==> src/design/pcxrle_pkg.sv <==
// shared types and constants for the pcx run-length plane decoder
// used by every module of the block; no dependencies
package pcxrle_pkg;

    // compressed stream codes
    localparam logic [7:0] MARK_BITS  = 8'hC0;
    localparam int         CNT_W      = 6;
    localparam int         DIM_W      = 17;

    // configuration register indexes
    localparam logic [1:0] REG_WIDTH  = 2'd0;
    localparam logic [1:0] REG_HEIGHT = 2'd1;
    localparam logic [1:0] REG_PLANES = 2'd2;

    // image geometry as programmed
    typedef struct packed {
        logic [DIM_W-1:0] width;
        logic [DIM_W-1:0] height;
        logic             three_planes;
    } t_cfg;

    // one queued pixel job: a value and how many times to write it
    typedef struct packed {
        logic [7:0]       value;
        logic [CNT_W-1:0] count;
    } t_cmd;

    // one result item
    typedef struct packed {
        logic [15:0] column;
        logic [15:0] row;
        logic [1:0]  plane;
        logic [7:0]  value;
        logic        malformed;
        logic        complete;
        logic        last;
    } t_res;

endpackage

==> src/design/pcxrle_front.sv <==
// front end: accepts compressed bytes, splits markers from data and queues jobs
// depends on pcxrle_pkg
module pcxrle_front
    import pcxrle_pkg::*;
(
    input  logic       i_clk,
    input  logic       i_rst_n,
    input  logic       i_accept,
    input  logic [7:0] i_byte,
    input  logic       i_dims_zero,
    output logic       o_push,
    output t_cmd       o_cmd
);

    logic             r_pending;
    logic             n_pending;
    logic [CNT_W-1:0] r_count;
    logic [CNT_W-1:0] n_count;

    // classify the accepted byte
    always_comb begin
        n_pending = r_pending;
        n_count   = r_count;
        o_push    = 1'b0;
        o_cmd     = '{value: i_byte, count: CNT_W'(1)};
        if (i_accept && !i_dims_zero) begin
            if (r_pending) begin
                n_pending   = 1'b0;
                n_count     = '0;
                o_cmd.count = r_count;
                o_push      = (r_count != '0);
            end else if ((i_byte & MARK_BITS) == MARK_BITS) begin
                n_pending = 1'b1;
                n_count   = i_byte[CNT_W-1:0];
            end else begin
                o_push = 1'b1;
            end
        end
    end

    // run marker state
    always_ff @(posedge i_clk) begin
        if (!i_rst_n) begin
            r_pending <= 1'b0;
            r_count   <= '0;
        end else begin
            r_pending <= n_pending;
            r_count   <= n_count;
        end
    end

endmodule

==> src/design/pcxrle_queue.sv <==
// two-entry job queue between the front end and the pixel writer
// depends on pcxrle_pkg
module pcxrle_queue
    import pcxrle_pkg::*;
(
    input  logic i_clk,
    input  logic i_rst_n,
    input  logic i_push,
    input  t_cmd i_cmd,
    input  logic i_pop,
    output logic o_valid,
    output logic o_full,
    output t_cmd o_cmd
);

    t_cmd       r_mem [2];
    logic       r_wr;
    logic       r_rd;
    logic [1:0] r_cnt;

    assign o_valid = (r_cnt != 2'd0);
    assign o_full  = (r_cnt == 2'd2);
    assign o_cmd   = r_mem[r_rd];

    // storage
    always_ff @(posedge i_clk) begin
        if (i_push) begin
            r_mem[r_wr] <= i_cmd;
        end
    end

    // pointers and fill count
    always_ff @(posedge i_clk) begin
        if (!i_rst_n) begin
            r_wr  <= 1'b0;
            r_rd  <= 1'b0;
            r_cnt <= 2'd0;
        end else begin
            if (i_push) begin
                r_wr <= ~r_wr;
            end
            if (i_pop) begin
                r_rd <= ~r_rd;
            end
            r_cnt <= r_cnt + {1'b0, i_push} - {1'b0, i_pop};
        end
    end

endmodule

==> src/design/pcxrle_back.sv <==
// back end: writes queued jobs out pixel by pixel, tracks position and errors
// depends on pcxrle_pkg
module pcxrle_back
    import pcxrle_pkg::*;
(
    input  logic i_clk,
    input  logic i_rst_n,
    input  t_cfg i_cfg,
    input  logic i_q_valid,
    input  t_cmd i_q_cmd,
    output logic o_pop,
    output logic o_valid,
    input  logic i_ready,
    output t_res o_res
);

    logic [DIM_W-1:0] r_col, n_col;
    logic [DIM_W-1:0] r_row, n_row;
    logic [1:0]       r_plane, n_plane;
    logic             r_finished, n_finished;
    logic             r_error, n_error;
    logic             r_busy, n_busy;
    logic             r_bad, n_bad;
    logic [7:0]       r_val, n_val;
    logic [CNT_W-1:0] r_left, n_left;
    logic             r_ov, n_ov;
    t_res             r_res, n_res;

    logic             out_load;
    logic             drop;
    logic             emit_pix;
    logic [7:0]       src_val;
    logic [CNT_W-1:0] rest;
    logic [DIM_W-1:0] col_inc;
    logic [DIM_W-1:0] row_inc;
    logic [1:0]       plane_inc;
    logic [1:0]       nplanes;
    logic             col_end;
    logic             plane_end;
    logic             row_end;

    assign out_load = !r_ov || i_ready;
    assign drop     = r_finished || r_error || (i_cfg.width == '0) || (i_cfg.height == '0);
    assign o_pop    = !r_busy && !r_bad && i_q_valid && (drop || out_load);
    assign emit_pix = out_load && !r_bad && (r_busy || (i_q_valid && !drop));
    assign src_val  = r_busy ? r_val : i_q_cmd.value;
    assign rest     = (r_busy ? r_left : i_q_cmd.count) - CNT_W'(1);

    // position advance for one pixel
    assign nplanes   = i_cfg.three_planes ? 2'd3 : 2'd1;
    assign col_inc   = r_col + DIM_W'(1);
    assign plane_inc = r_plane + 2'd1;
    assign row_inc   = r_row + DIM_W'(1);
    assign col_end   = (col_inc >= i_cfg.width);
    assign plane_end = (plane_inc >= nplanes);
    assign row_end   = (row_inc >= i_cfg.height);

    // next state and result
    always_comb begin
        n_col      = r_col;
        n_row      = r_row;
        n_plane    = r_plane;
        n_finished = r_finished;
        n_error    = r_error;
        n_busy     = r_busy;
        n_bad      = r_bad;
        n_val      = r_val;
        n_left     = r_left;
        n_ov       = r_ov && !i_ready;
        n_res      = r_res;
        if (out_load && r_bad) begin
            n_bad   = 1'b0;
            n_error = 1'b1;
            n_ov    = 1'b1;
            n_res   = '{column: '0, row: '0, plane: '0, value: '0,
                        malformed: 1'b1, complete: 1'b0, last: 1'b1};
        end else if (emit_pix) begin
            n_ov      = 1'b1;
            n_res     = '{column: r_col[15:0], row: r_row[15:0], plane: r_plane,
                          value: src_val, malformed: 1'b0, complete: 1'b0,
                          last: (rest == '0)};
            n_col     = col_inc;
            n_val     = src_val;
            n_left    = rest;
            n_busy    = !col_end && (rest != '0);
            n_bad     = col_end && (rest != '0);
            if (col_end) begin
                n_col   = '0;
                n_plane = plane_inc;
                if (plane_end) begin
                    n_plane = 2'd0;
                    n_row   = row_inc;
                    if (row_end) begin
                        n_finished     = 1'b1;
                        n_res.complete = 1'b1;
                    end
                end
            end
        end
    end

    // control and position registers
    always_ff @(posedge i_clk) begin
        if (!i_rst_n) begin
            r_col      <= '0;
            r_row      <= '0;
            r_plane    <= '0;
            r_finished <= 1'b0;
            r_error    <= 1'b0;
            r_busy     <= 1'b0;
            r_bad      <= 1'b0;
            r_left     <= '0;
            r_ov       <= 1'b0;
        end else begin
            r_col      <= n_col;
            r_row      <= n_row;
            r_plane    <= n_plane;
            r_finished <= n_finished;
            r_error    <= n_error;
            r_busy     <= n_busy;
            r_bad      <= n_bad;
            r_left     <= n_left;
            r_ov       <= n_ov;
        end
    end

    // payload registers
    always_ff @(posedge i_clk) begin
        r_val <= n_val;
        r_res <= n_res;
    end

    assign o_valid = r_ov;
    assign o_res   = r_res;

endmodule

==> src/design/pcx_rle_plane_decoder.sv <==
// top level of the pcx run-length plane decoder: configuration and wiring
// depends on pcxrle_pkg, pcxrle_front, pcxrle_queue, pcxrle_back
//
// channel   direction  transaction
// s_axis    in         one compressed byte
// m_axis    out        one decoded pixel or one malformed-run report
// cfg       in         one register write (index, data)
//
// a literal byte passes the queue and the output register, one per cycle if not stalled
// a run is written one pixel per cycle while not stalled, plus any malformed report
// a marker byte gives nothing itself; the writer loop sets the rate
// reset clears position, run and error state; geometry returns to 1 x 1, one plane
// a two-entry job queue lets input run ahead while the output is stalled
module pcx_rle_plane_decoder
    import pcxrle_pkg::*;
(
    input  logic              i_clk,
    input  logic              i_rst_n,
    input  logic              s_axis_tvalid,
    output logic              s_axis_tready,
    input  logic [7:0]        s_axis_tdata,   // [7:0] code_byte
    output logic              m_axis_tvalid,
    input  logic              m_axis_tready,
    output logic [47:0]       m_axis_tdata,   // [15:0] pixel_column, [31:16] pixel_row,
                                              // [33:32] plane_index, [41:34] pixel_value,
                                              // [47:42] zero
    output logic [1:0]        m_axis_tuser,   // [0] malformed, [1] image_complete
    output logic              m_axis_tlast,   // last_of_input
    input  logic              i_cfg_valid,
    output logic              o_cfg_ready,
    input  logic [1:0]        i_cfg_index,
    input  logic [DIM_W-1:0]  i_cfg_data
);

    t_cfg r_cfg;
    logic accept;
    logic push;
    logic pop;
    logic q_valid;
    logic q_full;
    t_cmd push_cmd;
    t_cmd head_cmd;
    t_res res;

    assign o_cfg_ready   = 1'b1;
    assign s_axis_tready = !q_full;
    assign accept        = s_axis_tvalid && !q_full;

    // configuration registers
    always_ff @(posedge i_clk) begin
        if (!i_rst_n) begin
            r_cfg <= '{width: DIM_W'(1), height: DIM_W'(1), three_planes: 1'b0};
        end else if (i_cfg_valid) begin
            case (i_cfg_index)
                REG_WIDTH:  r_cfg.width        <= i_cfg_data;
                REG_HEIGHT: r_cfg.height       <= i_cfg_data;
                REG_PLANES: r_cfg.three_planes <= i_cfg_data[0];
                default:    r_cfg              <= r_cfg;
            endcase
        end
    end

    pcxrle_front u_front (
        .i_clk       (i_clk),
        .i_rst_n     (i_rst_n),
        .i_accept    (accept),
        .i_byte      (s_axis_tdata),
        .i_dims_zero ((r_cfg.width == '0) || (r_cfg.height == '0)),
        .o_push      (push),
        .o_cmd       (push_cmd)
    );

    pcxrle_queue u_queue (
        .i_clk   (i_clk),
        .i_rst_n (i_rst_n),
        .i_push  (push),
        .i_cmd   (push_cmd),
        .i_pop   (pop),
        .o_valid (q_valid),
        .o_full  (q_full),
        .o_cmd   (head_cmd)
    );

    pcxrle_back u_back (
        .i_clk     (i_clk),
        .i_rst_n   (i_rst_n),
        .i_cfg     (r_cfg),
        .i_q_valid (q_valid),
        .i_q_cmd   (head_cmd),
        .o_pop     (pop),
        .o_valid   (m_axis_tvalid),
        .i_ready   (m_axis_tready),
        .o_res     (res)
    );

    // output packing
    assign m_axis_tdata = {6'd0, res.value, res.plane, res.row, res.column};
    assign m_axis_tuser = {res.complete, res.malformed};
    assign m_axis_tlast = res.last;

endmodule

==> config.mk <==
export PLATFORM = sky130hd
export DESIGN_NAME = pcx_rle_plane_decoder
export DESIGN_NICKNAME = d
export VERILOG_FILES = /design/src/design/pcxrle_pkg.sv /design/src/design/pcxrle_front.sv /design/src/design/pcxrle_queue.sv /design/src/design/pcxrle_back.sv /design/src/design/pcx_rle_plane_decoder.sv
export SDC_FILE = /design/constraint.sdc
export NUM_CORES = 1
export LEC_CHECK = 0
export BUFFER_PORTS_ARGS = -buffer_cell sky130_fd_sc_hd__buf_2
export CORE_MARGIN = 1
export CORE_UTILIZATION = 35
export DETAILED_ROUTE_END_ITERATION = 12
export PLACE_DENSITY_LB_ADDON = 0.05
export RECOVER_POWER = 100
export SLEW_MARGIN = 20
export SYNTH_ARGS = -nofsm -noshare
export SYNTH_HDL_FRONTEND = slang
export SYNTH_SLANG_ARGS = --single-unit
==> constraint.sdc <==
create_clock -name i_clk -period 3.4 [get_ports i_clk]
set_input_delay 0 -clock i_clk [delete_from_list [all_inputs] [get_ports i_clk]]
set_output_delay 0 -clock i_clk [all_outputs]
set_load 0.02 [all_outputs]
==> flow_summary.yaml <==
cells_and_area:
  final_layout_size_suffix_gt1_frac: 0.175
  nNetsFinal: 1142
  syn_to_final_growth_pct: 20.6
  fill_cells: 2465
  fin_util: 0.431
  instances_no_fill: 1402
  diodes: 0
drt:
  avgRoutedWirePerCell_um: 15.8
  drt_iter0_markers: 410
  ant_nets: 0
  dr_total_vias: 6887
  first_pass_iters: 4
  vias_per_cell: 4.91
  wirelength_um: 22200
  drc: 0
sta:
  maxSlewHeadroom: 0.261
  finalMaxSlewViolations: 0
  tns_ns: 0
  grt_setup_unrepaired: "yes"
  clock_skew_ns: 0.0180
  setup_viol: 0
  min_period_ns: 3.22
  hold_viol_final: 0
  fin_crit_sh: 0.947
  fin_hold_ws_ns: 0.0159
  fmax_ghz: 0.311
  worst_slew_pin_slew_ns: 1.10
grt:
  grt_use_total: 0.191
  grt_overflow: 0
  grt_pass1_wl_um: 36400
  grt_max_degree: 81
  antenna_found_initial: 0
  grt_pass1_vias: 6683
worst_hold_path:
  min_from: "i_cfg_index[1]"
  min_path_cells: 4
  hold_class: "primary input to flop"
  hold_end: "r_cfg[0]$_SDFFE_PN0P_"
clock_network:
  cts_buffers: 17
  clk_latency_ns: 0.43
  h-tree-depth: 4
  clkSlewWorstSetupHoldPaths_ns: 0.07
  clockBufferDepth: 2
  clock-sinks: 175
  cts_tree: "built"
  cts_root_buf: "clkbuf_16"
worst_setup_path:
  start_kind: "flop"
  crit_required_ns: 3.76
  reg2reg_slack_ns: 0.18
  reg2reg_from: "u_back.r_col[2]$_SDFFE_PN0P_"
  critPathKind: "flop to flop"
  cp_top_family: "simple AND/OR/NAND/NOR gates"
  reg2reg_depth: 13
  max_stage_delay_ns: 0.47
  timing.rr.end: "u_back.r_row[16]$_SDFFE_PN0P_"
  arrival_ns: 3.58
  crit_buf_inv: 2
  crit_chain: "nand4_1, nor2_1, buf_4, xor2_1, ha_1, nand4_1, nor4_2, nor3_2, o21ai_4, o211ai_4, buf_12, or4_1, a21oi_1"
  cp_slowest_cell: "or4_1"
  cp_max_fo: 27
  critPathMostFrequentCell: "nand4_1"
  timing.critical_path.to_type: "flop"
pwr:
  vdd_drop_max_v: 0.000624
  power_mw: 6.81
  power_density_mw_per_mm2: 671
  total_leakage_power_nw: 3.94
die:
  placeableCoreArea_mm2: 0.0235
  die_y_um: 157
  initial_core_util: 0.357
  rows: 56
  pin_count: 86
  die_w_um: 157
  fp.dieArea_mm2: 0.0247
yosys:
  netlist_area_mm2: 0.00841
  async_reset_ff_frac: 0
  syn-mean-instance-area_um2: 8.76
  ys_ff_latch: 175
  synth_cell_types: 70
  synth_top_flop_cell: "dfxtp_1"
  syn_inst: 960
  ys_seq_area_frac: 0.459
  yosysWarnings: 0
  synth_edf_count: 36
placement:
  place.gp.congestion: 0.782
  dp_hpwl_um: 15400
  port_buffers: 78
  dp.cells: 1343
run_status:
  status: "completed"
job:
  maxCapViolations: 0
## worst max path at each step
stage	start	endpoint	depth (start not counted)	slack [ns]
floorplan	u_back.r_col[0]$_SDFFE_PN0P_	u_back.r_row[13]$_SDFFE_PN0P_	15	0.1
global placement	u_back.r_col[3]$_SDFFE_PN0P_	u_back.r_row[7]$_SDFFE_PN0P_	13	-0.07
detailed placement	u_back.r_col[3]$_SDFFE_PN0P_	u_back.r_row[7]$_SDFFE_PN0P_	13	-0.02
CTS	u_back.r_col[1]$_SDFFE_PN0P_	u_back.r_col[14]$_SDFFE_PN0P_	16	0.01
global route	u_back.r_col[2]$_SDFFE_PN0P_	u_back.r_row[14]$_SDFFE_PN0P_	13	-0.01
finish	u_back.r_col[2]$_SDFFE_PN0P_	u_back.r_row[16]$_SDFFE_PN0P_	13	0.18
## flip-flops by register name (all words and copies together) (netlist names), 6 cells and up, named ones only
name,cells
u_back.o_res,45
r_cfg,35
u_queue.r_mem,28
u_back.r_col,17
u_back.r_row,17
u_back.r_val,8
u_back.r_left,6
u_front.r_count,6
## logic make-up (layout without fill, tap and decap cells)
group	after synthesis	count (layout)	synth area share
xor+xnor	38	38	0.0396
buf+inv	101	219	0.0537
flops	175	175	0.459
compound gates	198	198	0.142
simple gates	385	385	0.219
other cells	2	7	0.000893
fa+ha+maj	40	40	0.0595
mux	21	21	0.0253
## area by class of cell
type | count | area [um^2] | share of cell area
clock buffer | 17 | 425 | 0.0419
clock inverter | 15 | 155 | 0.0153
inverter | 42 | 159 | 0.0157
multi-input combinational | 689 | 4170 | 0.411
sequential | 175 | 3870 | 0.381
tap | 319 | 399 | 0.0394
timing repair buffer | 145 | 962 | 0.0949
## metrics by stage
step	instance area [um^2]	worst slack, ns
after global placement	9240	-0.0746
after CTS	10100	0.0103
final	10100	0.179
after floorplan	8430	0.0970
after global routing	10100	-0.0143
after detailed placement	9240	-0.0208
## per-layer routing
metal	routed length (um)	global-route usage	vias to the layer above	share of wire
met5	0	0	-	0
met4	259	0.0579	0	0.012
met3	630	0.0319	16	0.028
met2	10400	0.310	107	0.47
met1	10900	0.260	3217	0.49
li1	-	-	3547	-
## tightest hold or removal path: cells and delay by family
kind	cells	cell delay [ns]
simple gates	2	0.20
mux	1	0.08
buf+inv	1	0.12
## power by group
group / total (mW) / internal [mW] / leakage, nW / switching, mW
registers: 2.60 / 2.44 / 1.46 / 0.154
logic: 2.26 / 0.755 / 2.19 / 1.51
clock network: 1.95 / 0.988 / 0.285 / 0.959
total: 6.81 / 4.19 / 3.94 / 2.62
## cells in the mapped netlist, types with 3 or more instances
library cell,n,area share
o21ai_0,18,0.011
o21a_1,3,0.0027
a21oi_1,116,0.069
nand3b_1,3,0.0027
a21o_1,9,0.0080
inv_1,41,0.018
buf_1,4,0.0018
a22oi_1,6,0.0054
mux2i_1,19,0.023
o22ai_1,10,0.0074
buf_2,10,0.0060
xnor2_1,22,0.023
dfxtp_1,139,0.33
nand2_1,212,0.095
nor4_1,10,0.0074
clkbuf_1,31,0.014
nor3_1,11,0.0065
nand3_2,3,0.0036
nand3_1,28,0.017
a211oi_1,4,0.0036
nand2b_1,9,0.0067
buf_4,12,0.011
xor2_1,16,0.017
and3_1,8,0.0060
nand4_1,12,0.0089
nand4b_1,3,0.0031
or3_1,11,0.0082
nor2_1,40,0.018
o31ai_1,12,0.011
and2_1,3,0.0022
or4_1,10,0.0089
edfxtp_1,36,0.13
ha_1,40,0.060
## layout by cell type (no fill, tap or decap), types with 4 or more instances in the layout
cell	instances
nand2_1	211
dfxtp_1	136
a21oi_1	113
buf_2	70
inv_1	40
ha_1	40
buf_4	40
nor2_1	36
edfxtp_1	36
nand3_1	27
dlygate4sd3_1	25
xnor2_1	22
mux2i_1	19
o21ai_0	18
clkbuf_16	17
xor2_1	15
nand4_1	12
o31ai_1	12
or3_1	11
nor4_1	10
o22ai_1	10
nor3_1	10
or4_1	10
nand2b_1	9
a21o_1	9
and3_1	8
clkbuf_1	8
conb_1	7
inv_8	7
a22oi_1	6
nor2_2	5
a211oi_1	4
nand3_2	4
## timing repair
action,4_1_cts,5_1_grt
hold buffers,25,0
setup endpoints to repair,2,35
endpoints found under the hold margin,56,0
resized for setup,2,16
setup buffers,0,2
pin swaps,0,8
Note: power is estimated with default switching activity, not from simulation.
